<file path="config.mk">
export PLATFORM = sky130hd
export DESIGN_NAME = decimal_scale_alignment_core_flat
export DESIGN_NICKNAME = d
export VERILOG_FILES = /design/src/design/dsa_pkg.sv /design/src/design/dsa_in_if.sv /design/src/design/dsa_out_if.sv /design/src/design/dsa_step_unit.sv /design/src/design/decimal_scale_alignment_core.sv /design/src/flat_wrapper.sv
export SDC_FILE = /design/constraint.sdc
export NUM_CORES = 1
export LEC_CHECK = 0
export ABC_AREA = 1
export CAP_MARGIN = 20
export CORE_UTILIZATION = 50
export DETAILED_ROUTE_END_ITERATION = 10
export DONT_BUFFER_PORTS = 1
export PLACE_DENSITY_LB_ADDON = 0.05
export SETUP_SLACK_MARGIN = 0.5
export SLEW_MARGIN = 20
export SYNTH_ARGS = -nofsm -noshare
export SYNTH_HDL_FRONTEND = slang
export SYNTH_HIERARCHICAL = 1
export SYNTH_SLANG_ARGS = --single-unit
</file>
<file path="constraint.sdc">
create_clock -name clk -period 18.05 [get_ports clk]
set_clock_uncertainty 0.2 [all_clocks]
set_input_delay 1.805 -clock clk [delete_from_list [all_inputs] [get_ports clk]]
set_output_delay 1.805 -clock clk [all_outputs]
set_load 0.01 [all_outputs]
</file>
<file path="src/design/dsa_pkg.sv">
// Shared types and constants for the decimal scale alignment block.
package dsa_pkg;

    localparam int MAN_W       = 96;
    localparam int LOW_W       = 64;
    localparam int HIGH_W      = MAN_W - LOW_W;
    localparam int SCALE_W     = 5;
    localparam int CHUNK_W     = 16;
    localparam int CHUNKS      = MAN_W / CHUNK_W;
    localparam int CHUNK_CNT_W = $clog2(CHUNKS);
    localparam int REM_W       = 4;
    localparam int CUR_W       = REM_W + CHUNK_W;
    localparam int RECIP_SHIFT = 24;
    localparam int RECIP_W     = 21;
    localparam int PROD_W      = CUR_W + RECIP_W;
    // floor(2^24 / 10); quotient estimate is exact or one low
    localparam logic [RECIP_W-1:0] RECIP_TEN = RECIP_W'(1677721);
    localparam logic [REM_W-1:0]   TEN       = REM_W'(10);

    typedef logic [MAN_W-1:0]   man_t;
    typedef logic [SCALE_W-1:0] scale_t;

    typedef struct packed {
        logic [LOW_W-1:0]  a_low;
        logic [HIGH_W-1:0] a_high;
        scale_t            a_scale;
        logic              a_sign;
        logic [LOW_W-1:0]  b_low;
        logic [HIGH_W-1:0] b_high;
        scale_t            b_scale;
        logic              b_sign;
    } dsa_in_t;

    typedef struct packed {
        logic [LOW_W-1:0]  out_a_low;
        logic [HIGH_W-1:0] out_a_high;
        scale_t            out_a_scale;
        logic              out_a_sign;
        logic [LOW_W-1:0]  out_b_low;
        logic [HIGH_W-1:0] out_b_high;
        scale_t            out_b_scale;
        logic              out_b_sign;
    } dsa_out_t;

    typedef enum logic [1:0] {
        ST_IDLE,
        ST_STEP,
        ST_DIV,
        ST_DONE
    } dsa_state_t;

    typedef enum logic {
        OP_MUL,
        OP_DIV
    } dsa_op_t;

    typedef struct packed {
        dsa_op_t          op;
        logic [REM_W-1:0] rem;
    } dsa_unit_ctrl_t;

    typedef struct packed {
        man_t             value;
        logic             ovf;
        logic [REM_W-1:0] rem;
    } dsa_unit_res_t;

endpackage

</file>
<file path="src/design/dsa_in_if.sv">
// Valid/ready channel carrying one operand pair.
interface dsa_in_if;
    import dsa_pkg::*;

    logic    valid;
    logic    ready;
    dsa_in_t data;

    modport source (output valid, output data, input ready);
    modport sink   (input valid, input data, output ready);
endinterface

</file>
<file path="src/design/dsa_out_if.sv">
// Valid/ready channel carrying one aligned operand pair.
interface dsa_out_if;
    import dsa_pkg::*;

    logic     valid;
    logic     ready;
    dsa_out_t data;

    modport source (output valid, output data, input ready);
    modport sink   (input valid, input data, output ready);
endinterface

</file>
<file path="src/design/dsa_step_unit.sv">
// Shared arithmetic unit: mantissa times ten, or one 16-bit digit of divide by ten.
module dsa_step_unit (
    input  dsa_pkg::man_t          operand,
    input  dsa_pkg::dsa_unit_ctrl_t ctrl,
    output dsa_pkg::dsa_unit_res_t  res
);
    import dsa_pkg::*;

    logic [MAN_W+3:0]   prod10;
    logic [CUR_W-1:0]   cur;
    logic [PROD_W-1:0]  est;
    logic [CHUNK_W-1:0] q0;
    logic [CUR_W-1:0]   q0_x10;
    logic [CUR_W-1:0]   r0;
    logic [CHUNK_W-1:0] q;
    logic [REM_W-1:0]   r;

    // x*10 = x*8 + x*2; the product needs four bits above the mantissa
    assign prod10 = {1'b0, operand, 3'b000} + {3'b000, operand, 1'b0};

    // Long division by ten, top chunk first; remainder carries between chunks
    assign cur    = {ctrl.rem, operand[MAN_W-1 -: CHUNK_W]};
    assign est    = PROD_W'(cur) * PROD_W'(RECIP_TEN);
    assign q0     = est[RECIP_SHIFT +: CHUNK_W];
    assign q0_x10 = {1'b0, q0, 3'b000} + {3'b000, q0, 1'b0};
    assign r0     = cur - q0_x10;

    always_comb
    begin
        if (r0 >= CUR_W'(TEN))
        begin
            q = q0 + CHUNK_W'(1);
            r = REM_W'(r0 - CUR_W'(TEN));
        end
        else
        begin
            q = q0;
            r = REM_W'(r0);
        end
    end

    always_comb
    begin
        unique case (ctrl.op)
            OP_MUL:
            begin
                res.value = prod10[MAN_W-1:0];
                res.ovf   = |prod10[MAN_W+3:MAN_W];
                res.rem   = '0;
            end
            OP_DIV:
            begin
                // rotate: consumed chunk leaves the top, quotient enters the bottom
                res.value = {operand[MAN_W-CHUNK_W-1:0], q};
                res.ovf   = 1'b0;
                res.rem   = r;
            end
            default:
            begin
                res.value = '0;
                res.ovf   = 1'b0;
                res.rem   = '0;
            end
        endcase
    end

endmodule

</file>
<file path="src/design/decimal_scale_alignment_core.sv">
// Decimal scale alignment: brings two 96-bit decimal operands to a common scale.
//
// Channels: operands (sink) takes a pair of decimals, each a 96-bit mantissa
// split into low/high words, a 5-bit scale and a sign. aligned (source) returns
// both mantissas at one common scale, signs unchanged. One result per item.
// An item is taken when valid and ready are both high at a rising clk edge.
//
// Steps: each scale step uses the shared step unit. A step multiplies the
// low-scale mantissa by ten; when that would overflow, the other mantissa is
// divided by ten instead, one 16-bit digit at a time over its six digits, and
// the block then tries the next step. There are M multiply steps and D divide
// steps, with M + D = scale difference, at most 31. operands.ready is high only
// while no item is in work, so the next item is taken only once the previous
// result has gone to the output register.
//
// The output register holds a finished result until aligned.ready; the next
// item may be taken meanwhile, and its result waits in the sequencer.
// Reset (rst_n low, asynchronous) returns to idle and drops any held result.
module decimal_scale_alignment_core (
    input  logic       clk,
    input  logic       rst_n,
    dsa_in_if.sink     operands,
    dsa_out_if.source  aligned
);
    import dsa_pkg::*;

    dsa_state_t                state_reg, state_next;
    logic [CHUNK_CNT_W-1:0]    cnt_reg, cnt_next;
    logic [REM_W-1:0]          rem_reg, rem_next;
    logic                      out_valid_reg, out_valid_next;
    man_t                      a_man_reg, a_man_next;
    man_t                      b_man_reg, b_man_next;
    scale_t                    a_scale_reg, a_scale_next;
    scale_t                    b_scale_reg, b_scale_next;
    logic                      a_sign_reg, a_sign_next;
    logic                      b_sign_reg, b_sign_next;
    dsa_out_t                  out_data_reg, out_data_next;

    logic                      lo_is_a;
    man_t                      unit_operand;
    dsa_unit_ctrl_t            unit_ctrl;
    dsa_unit_res_t             unit_res;

    assign lo_is_a = (a_scale_reg < b_scale_reg);

    always_comb
    begin
        unit_ctrl.rem = rem_reg;
        if (state_reg == ST_DIV)
        begin
            unit_ctrl.op = OP_DIV;
            unit_operand = lo_is_a ? b_man_reg : a_man_reg;
        end
        else
        begin
            unit_ctrl.op = OP_MUL;
            unit_operand = lo_is_a ? a_man_reg : b_man_reg;
        end
    end

    dsa_step_unit u_step (
        .operand (unit_operand),
        .ctrl    (unit_ctrl),
        .res     (unit_res)
    );

    always_ff @(posedge clk or negedge rst_n)
    begin
        if (!rst_n)
        begin
            state_reg     <= ST_IDLE;
            cnt_reg       <= '0;
            out_valid_reg <= 1'b0;
        end
        else
        begin
            state_reg     <= state_next;
            cnt_reg       <= cnt_next;
            out_valid_reg <= out_valid_next;
        end
    end

    always_ff @(posedge clk)
    begin
        rem_reg      <= rem_next;
        a_man_reg    <= a_man_next;
        b_man_reg    <= b_man_next;
        a_scale_reg  <= a_scale_next;
        b_scale_reg  <= b_scale_next;
        a_sign_reg   <= a_sign_next;
        b_sign_reg   <= b_sign_next;
        out_data_reg <= out_data_next;
    end

    always_comb
    begin
        state_next     = state_reg;
        cnt_next       = cnt_reg;
        rem_next       = rem_reg;
        a_man_next     = a_man_reg;
        b_man_next     = b_man_reg;
        a_scale_next   = a_scale_reg;
        b_scale_next   = b_scale_reg;
        a_sign_next    = a_sign_reg;
        b_sign_next    = b_sign_reg;
        out_data_next  = out_data_reg;
        out_valid_next = out_valid_reg && !aligned.ready;
        operands.ready = 1'b0;

        unique case (state_reg)
            ST_IDLE:
            begin
                operands.ready = 1'b1;
                if (operands.valid)
                begin
                    a_man_next   = {operands.data.a_high, operands.data.a_low};
                    b_man_next   = {operands.data.b_high, operands.data.b_low};
                    a_scale_next = operands.data.a_scale;
                    b_scale_next = operands.data.b_scale;
                    a_sign_next  = operands.data.a_sign;
                    b_sign_next  = operands.data.b_sign;
                    state_next   = ST_STEP;
                end
            end
            ST_STEP:
            begin
                if (a_scale_reg == b_scale_reg)
                begin
                    state_next = ST_DONE;
                end
                else if (!unit_res.ovf)
                begin
                    if (lo_is_a)
                    begin
                        a_man_next   = unit_res.value;
                        a_scale_next = a_scale_reg + SCALE_W'(1);
                    end
                    else
                    begin
                        b_man_next   = unit_res.value;
                        b_scale_next = b_scale_reg + SCALE_W'(1);
                    end
                end
                else
                begin
                    // keep the low-scale mantissa, shrink the other one instead
                    cnt_next   = '0;
                    rem_next   = '0;
                    state_next = ST_DIV;
                end
            end
            ST_DIV:
            begin
                rem_next = unit_res.rem;
                cnt_next = cnt_reg + CHUNK_CNT_W'(1);
                if (lo_is_a)
                begin
                    b_man_next = unit_res.value;
                end
                else
                begin
                    a_man_next = unit_res.value;
                end
                if (cnt_reg == CHUNK_CNT_W'(CHUNKS - 1))
                begin
                    if (lo_is_a)
                    begin
                        b_scale_next = b_scale_reg - SCALE_W'(1);
                    end
                    else
                    begin
                        a_scale_next = a_scale_reg - SCALE_W'(1);
                    end
                    state_next = ST_STEP;
                end
            end
            ST_DONE:
            begin
                // hold until the output register is free
                if (!out_valid_reg || aligned.ready)
                begin
                    out_data_next.out_a_low   = a_man_reg[LOW_W-1:0];
                    out_data_next.out_a_high  = a_man_reg[MAN_W-1:LOW_W];
                    out_data_next.out_a_scale = a_scale_reg;
                    out_data_next.out_a_sign  = a_sign_reg;
                    out_data_next.out_b_low   = b_man_reg[LOW_W-1:0];
                    out_data_next.out_b_high  = b_man_reg[MAN_W-1:LOW_W];
                    out_data_next.out_b_scale = b_scale_reg;
                    out_data_next.out_b_sign  = b_sign_reg;
                    out_valid_next            = 1'b1;
                    state_next                = ST_IDLE;
                end
            end
            default:
            begin
                state_next = ST_IDLE;
            end
        endcase
    end

    assign aligned.valid = out_valid_reg;
    assign aligned.data  = out_data_reg;

endmodule

</file>
<file path="src/flat_wrapper.sv">
// flat-port wrapper written by rule: the top's interface ports become plain ports
module decimal_scale_alignment_core_flat import dsa_pkg::*;
  (clk, rst_n, operands_valid, operands_data, operands_ready, aligned_valid, aligned_data, aligned_ready);
  dsa_in_if operands_i ();
  dsa_out_if aligned_i ();
  input  logic clk;
  input  logic rst_n;
  input wire logic [$bits(operands_i.valid)-1:0] operands_valid;
  input wire logic [$bits(operands_i.data)-1:0] operands_data;
  output wire logic [$bits(operands_i.ready)-1:0] operands_ready;
  output wire logic [$bits(aligned_i.valid)-1:0] aligned_valid;
  output wire logic [$bits(aligned_i.data)-1:0] aligned_data;
  input wire logic [$bits(aligned_i.ready)-1:0] aligned_ready;
  assign operands_i.valid = operands_valid;
  assign operands_i.data = operands_data;
  assign operands_ready = operands_i.ready;
  assign aligned_valid = aligned_i.valid;
  assign aligned_data = aligned_i.data;
  assign aligned_i.ready = aligned_ready;
  decimal_scale_alignment_core u_core (.clk(clk), .rst_n(rst_n), .operands(operands_i), .aligned(aligned_i));
endmodule
</file>
==> results.yml, run 1 <==
run_status:
  status: "completed"
yosys:
  ys_ff_latch: 418
  avgSynthCellArea_sq_um: 7.86
  ys.flop_type: "edfxtp_1"
  syn-instance-count: 4233
  yosysSeqAreaShare_pct: 37.6
  synth_edf_count: 412
  ys_top_cells_by_area: "edfxtp_1, nand2_1, ha_1, inv_1, fa_1"
  syn_area_sq_um: 33300
  synth_nets: 4844
  synth_warnings: 6
  synth_top_area_cell: "edfxtp_1"
  async_reset_ff_share_pct: 1.44
  synth_cell_types: 58
  synth.top_cell.area_share_pct: 37.2
finish:
  antenna_cells: 0
  final_cell_mix: "nand2_1, inv_1, edfxtp_1, nor2_1, ha_1"
  largest_reg_flops: 204
  final_cell_area_sq_um: 35600
  layout_commonest_cell: "nand2_1"
  layout-drive-gt1-share_pct: 4.06
  fillers: 6379
  final_nets: 4817
  synthToLayoutAreaGrowth_pct: 6.85
clock_network:
  post_cts_buffers: 0
  cts_made_buffers: 45
  clk_pin_slew_ns: 0.06
  cts_resized: 0
  clk_latency_ns: 0.61
  cts_tree: "yes"
  h-tree-depth: 2
  cts_buffer_depth: 3
  root_buffer: "clkbuf_16"
  clock_sinks: 418
  postCtsHoldBufs: 0
setup_path:
  cp.arrival_ns: 12.89
  rr_endpoint: "u_core/b_man_reg[15]$_DFFE_PP_"
  critPathKind: "reg2reg"
  startpoint_type: "flop"
  r2r_cells: 56
  path_max_fanout: 45
  critPathCaptureType: "flop"
  cp.buffers_inverters: 10
  r2r_setup_slack_ns: 5.31
  cp_top_family: "simple AND/OR/NAND/NOR gates"
  r2r_start: "u_core/a_scale_reg[4]$_DFFE_PP_"
  cp_common_cell: "nand2_1"
  max_stage_delay_ns: 0.81
  critical_path.slowest_cell: "nand2_4"
  critical_path_required_ns: 18.20
routing:
  drt_pass1_iterations: 6
  routedWlPerCell_um: 21.3
  drt_iter0_markers: 2618
  drcViolationCount: 0
  vias_per_cell: 5.55
  detail-route-antenna-nets: 0
  vias: 28400
  routed_wl_um: 109000
floorplanning:
  io_pins: 414
  die_width_um: 260
  core_area_sq_um: 65700
  initial_core_util_pct: 50.6
  fp.dieArea_sq_um: 67600
  fp.dieH_um: 260
  rows: 94
sta:
  tightest_slew_ns: 1.03
  hold_viol_final: 0
  setup_viol: 0
  fin_hold_ws_ns: 0.219
  final_max_slew_viol_count: 0
  maxSlewHeadroom_pct: 31.5
  fmax_ghz: 0.0785
  finalCriticalPeriod_ns: 12.74
  tns_ns: 0
  post-route-period-util_pct: 70.6
  rsz0062_at_grt: "false"
global_routing:
  grt_max_degree: 116
  antenna_found_initial: 3
  grt-ovfl-total: 0
  grt_pass1_vias: 27300
  grt_pass1_wl_um: 162000
  grtUsageTotal_pct: 31.6
placement:
  dp_hpwl_um: 86700
  numPortBuffers: 0
  dpl-instance-area_sq_um: 34100
  gp_congestion: 0.993
job:
  drv_cap: 0
min_path:
  whs_endpoint: "u_core/aligned.data[0]$_DFFE_PP_"
  worstHoldStart: "u_core/b_sign_reg$_DFFE_PP_"
  hold_class: "reg2reg"
  min_path_cells: 0
[synth_stat cells, drive strengths merged (2+ instances only)]
cell type,instances
a221oi,2
xor2,22
dfrtp,6
a21boi,6
a21oi,288
a31oi,53
clkbuf,56
inv,609
o21bai,9
edfxtp,412
ha,300
o21a,30
o21ai,169
fa,103
buf,34
a21o,14
or2,52
nand4,18
and2,3
nand3b,12
xnor2,30
nor3,36
o211ai,6
a211oi,3
nor4,9
o221ai,5
nand2,1343
nand3,259
nor2,336
[cells by family (layout without fill, tap and decap cells)]
family                     count (synthesis)  after routing  share of synthesized area [%]
adders and majority gates                403            403                           17.5
AOI/OAI and AO/OA                        591            591                           9.80
buffers and inverters                    700            708                           8.15
and+or+nand+nor                         2069           2069                           25.5
DFF                                      418            418                           37.6
xor gates and xnor gates                  52             52                           1.41
[through the flow]
| stage | instances | util [%] | setup slack [ns] |
|---|---|---|---|
| final | 5105 | 54.1 | 5.31 |
| after global routing | 5105 | 54.1 | 4.42 |
| after CTS | 5105 | 54.1 | 5.43 |
| after floorplan | 4233 | - | 5.43 |
| after detailed placement | 5023 | 51.9 | 5.44 |
| after global placement | 5023 | 51.9 | 5.62 |
[worst reg2reg max path: cells and delay by family (launching register included)]
| kind | cells | cell delay [ns] |
|---|---|---|
| adder cells (fa/ha/maj) | 11 | 4.61 |
| AO/OA/AOI/OAI | 5 | 1.21 |
| flip-flops | 1 | 0.42 |
| XOR/XNOR | 1 | 0.14 |
| AND/OR/NAND/NOR | 29 | 4.99 |
| buffers and inverters | 10 | 0.92 |
[how the worst max path moves through the flow]
stage / slack, ns / to / depth (start not counted) / start
after floorplan: 5.43 / u_core/aligned.data[0]$_DFFE_PP_ / 2 / aligned_ready
after global placement: 5.62 / u_core/rem_reg[2]$_SDFFCE_PN0P_ / 58 / u_core/a_scale_reg[4]$_DFFE_PP_
after detailed placement: 5.44 / u_core/rem_reg[2]$_SDFFCE_PN0P_ / 56 / u_core/a_scale_reg[4]$_DFFE_PP_
after CTS: 5.43 / u_core/rem_reg[2]$_SDFFCE_PN0P_ / 56 / u_core/a_scale_reg[4]$_DFFE_PP_
after global routing: 4.42 / u_core/a_man_reg[0]$_DFFE_PP_ / 59 / u_core/b_scale_reg[4]$_DFFE_PP_
final: 5.31 / u_core/b_man_reg[15]$_DFFE_PP_ / 56 / u_core/a_scale_reg[4]$_DFFE_PP_
[routing by layer]
layer / wire [um] / global-route usage [%]
met5: 24 / 0
met3: 8120 / 4.81
met2: 48400 / 49.3
met1: 49700 / 45.9
met4: 2320 / 7.35
[cell type report]
| cell class | count | area (sq um) | area share, % |
|---|---|---|---|
| clock inverters | 21 | 175 | 0.493 |
| well taps | 864 | 1080 | 3.04 |
| inverters | 610 | 2300 | 6.46 |
| multi-input cells | 3115 | 18100 | 50.9 |
| flip-flops and latches | 418 | 12500 | 35.2 |
| clock buffers | 61 | 1250 | 3.51 |
| repair buffers | 16 | 120 | 0.338 |
Power of run 1 is not shown: default switching activity piles up to over one toggle a cycle in this logic, so the estimate is an artifact.
==> run 2: changes to the inputs <==
Clock period 18.05 ns to 11.7 ns, I/O delays scaled along.
==> run 2 against run 1 <==
Largest cell class unchanged. Maximum frequency increased by 19%. First-iteration DRC count decreased by 1.2%. Critical path type unchanged. Core utilization rose by 0.64 points. Wire length grew 1.4%. Sequential cell count did not move.
==> results.yml, run 2 (synthesis gave the netlist of run 1 again) <==
clock_network:
  postCtsHoldBufs: 0
  cts_buffer_depth: 3
  clock_sinks: 418
  h-tree-depth: 2
  root_buffer: "clkbuf_16"
  cts_made_buffers: 45
  clk_latency_ns: 0.60
  cts_tree: "yes"
  clk_pin_slew_ns: 0.06
floorplanning:
  fp.dieH_um: 260
  io_pins: 414
  core_area_sq_um: 65700
  initial_core_util_pct: 50.6
  die_width_um: 260
  fp.dieArea_sq_um: 67600
  rows: 94
finish:
  final_cell_mix: "nand2_1, inv_1, edfxtp_1, nor2_1, ha_1"
  final_nets: 4849
  synthToLayoutAreaGrowth_pct: 8.11
  largest_reg_flops: 204
  layout-drive-gt1-share_pct: 5.31
  layout_commonest_cell: "nand2_1"
placement:
  gp_congestion: 0.992
  numPortBuffers: 0
  dp_hpwl_um: 88500
sta:
  post-route-period-util_pct: 91.8
  rsz0062_at_grt: "false"
  finalCriticalPeriod_ns: 10.74
  tightest_slew_ns: 1.03
  final_max_slew_viol_count: 0
  tns_ns: 0
  fmax_ghz: 0.0931
  maxSlewHeadroom_pct: 31.4
  hold_viol_final: 0
  setup_viol: 0
global_routing:
  grt_max_degree: 137
  grtUsageTotal_pct: 32.1
  met1_usage_pct: 46.1
  grt_use_met3_pct: 5.94
  grt_busiest_layer: "met2"
  use_met2_pct: 49.3
  grt_pass1_vias: 27400
  antenna_found_initial: 3
  grt-ovfl-total: 0
  grt_pass1_wl_um: 164000
job:
  drv_cap: 0
routing:
  routedWlPerCell_um: 21.4
  drt_pass1_iterations: 6
  drt_iter0_markers: 2586
  vias_per_cell: 5.53
  drcViolationCount: 0
  routed_wl_um: 110000
  vias: 28400
  detail-route-antenna-nets: 0
setup_path:
  cp.buffers_inverters: 8
  cp_top_family: "adder cells"
  cp_common_cell: "nand2_1"
  critPathKind: "reg2reg"
  max_stage_delay_ns: 0.60
  critical_path.slowest_cell: "fa_1"
  critical_path_required_ns: 11.85
  cp.arrival_ns: 10.89
  path_max_fanout: 28
  startpoint_type: "flop"
  critPathCaptureType: "flop"
run_status:
  status: "completed"
min_path:
  hold_class: "in2async"
==> run 2: final timing paths <==
| kind | startpoint | endpoint | slack [ns] | cells past startpoint |
|---|---|---|---|---|
| max | u_core/a_scale_reg[2]$_DFFE_PP_ | u_core/b_man_reg[13]$_DFFE_PP_ | 0.96 | 49 |
| min | rst_n | u_core/state_reg[1]$_DFFE_PN0P_ | 0.06 | 0 |
| max reg2reg | u_core/a_scale_reg[2]$_DFFE_PP_ | u_core/b_man_reg[13]$_DFFE_PP_ | 0.96 | 49 |
| min reg2reg | u_core/b_sign_reg$_DFFE_PP_ | u_core/aligned.data[0]$_DFFE_PP_ | 0.22 | 0 |
| max in group asynchronous | rst_n | u_core/cnt_reg[0]$_DFFE_PN0P_ | 11.16 | 0 |
| min in group clk | u_core/b_sign_reg$_DFFE_PP_ | u_core/aligned.data[0]$_DFFE_PP_ | 0.22 | 0 |
==> run 2: layer usage <==
metal  vias to the layer above  wire, um
met5                         -         0
met4                         0      2960
met3                       137      8570
met2                      1082     48500
met1                     13300     50100
li1                      13900         -
==> run 2: area by class of cell <==
type	count	area, sq um
Fill cell	6422	29800
Multi-Input combinational cell	3115	18200
Sequential cell	418	12500
Inverter	610	2290
Clock buffer	58	1220
Tap cell	864	1080
Timing Repair Buffer	48	410
Clock inverter	22	213
Antenna cell	2	5.00
==> run 2: timing repair <==
| item | CTS | global route |
|---|---|---|
| setup buffers | 0 | 5 |
| gates resized for setup | 0 | 34 |
| setup endpoints to repair | 0 | 35 |
==> run 2: through the flow <==
step / hold slack [ns] / std cells / utilization, % / area [sq um] / worst slack [ns]
floorplan: 0.200 / 4233 / - / 33300 / 1.89
global placement: 0.205 / 5049 / 52.2 / 34300 / 0.720
detailed placement: 0.206 / 5049 / 52.2 / 34300 / 0.620
CTS: 0.0297 / 5129 / 54.4 / 35800 / 0.581
global route: 0.0398 / 5135 / 54.7 / 36000 / 0.468
finish: 0.0595 / 5137 / 54.7 / 36000 / 0.964
Power of run 2 is left out for the same reason.
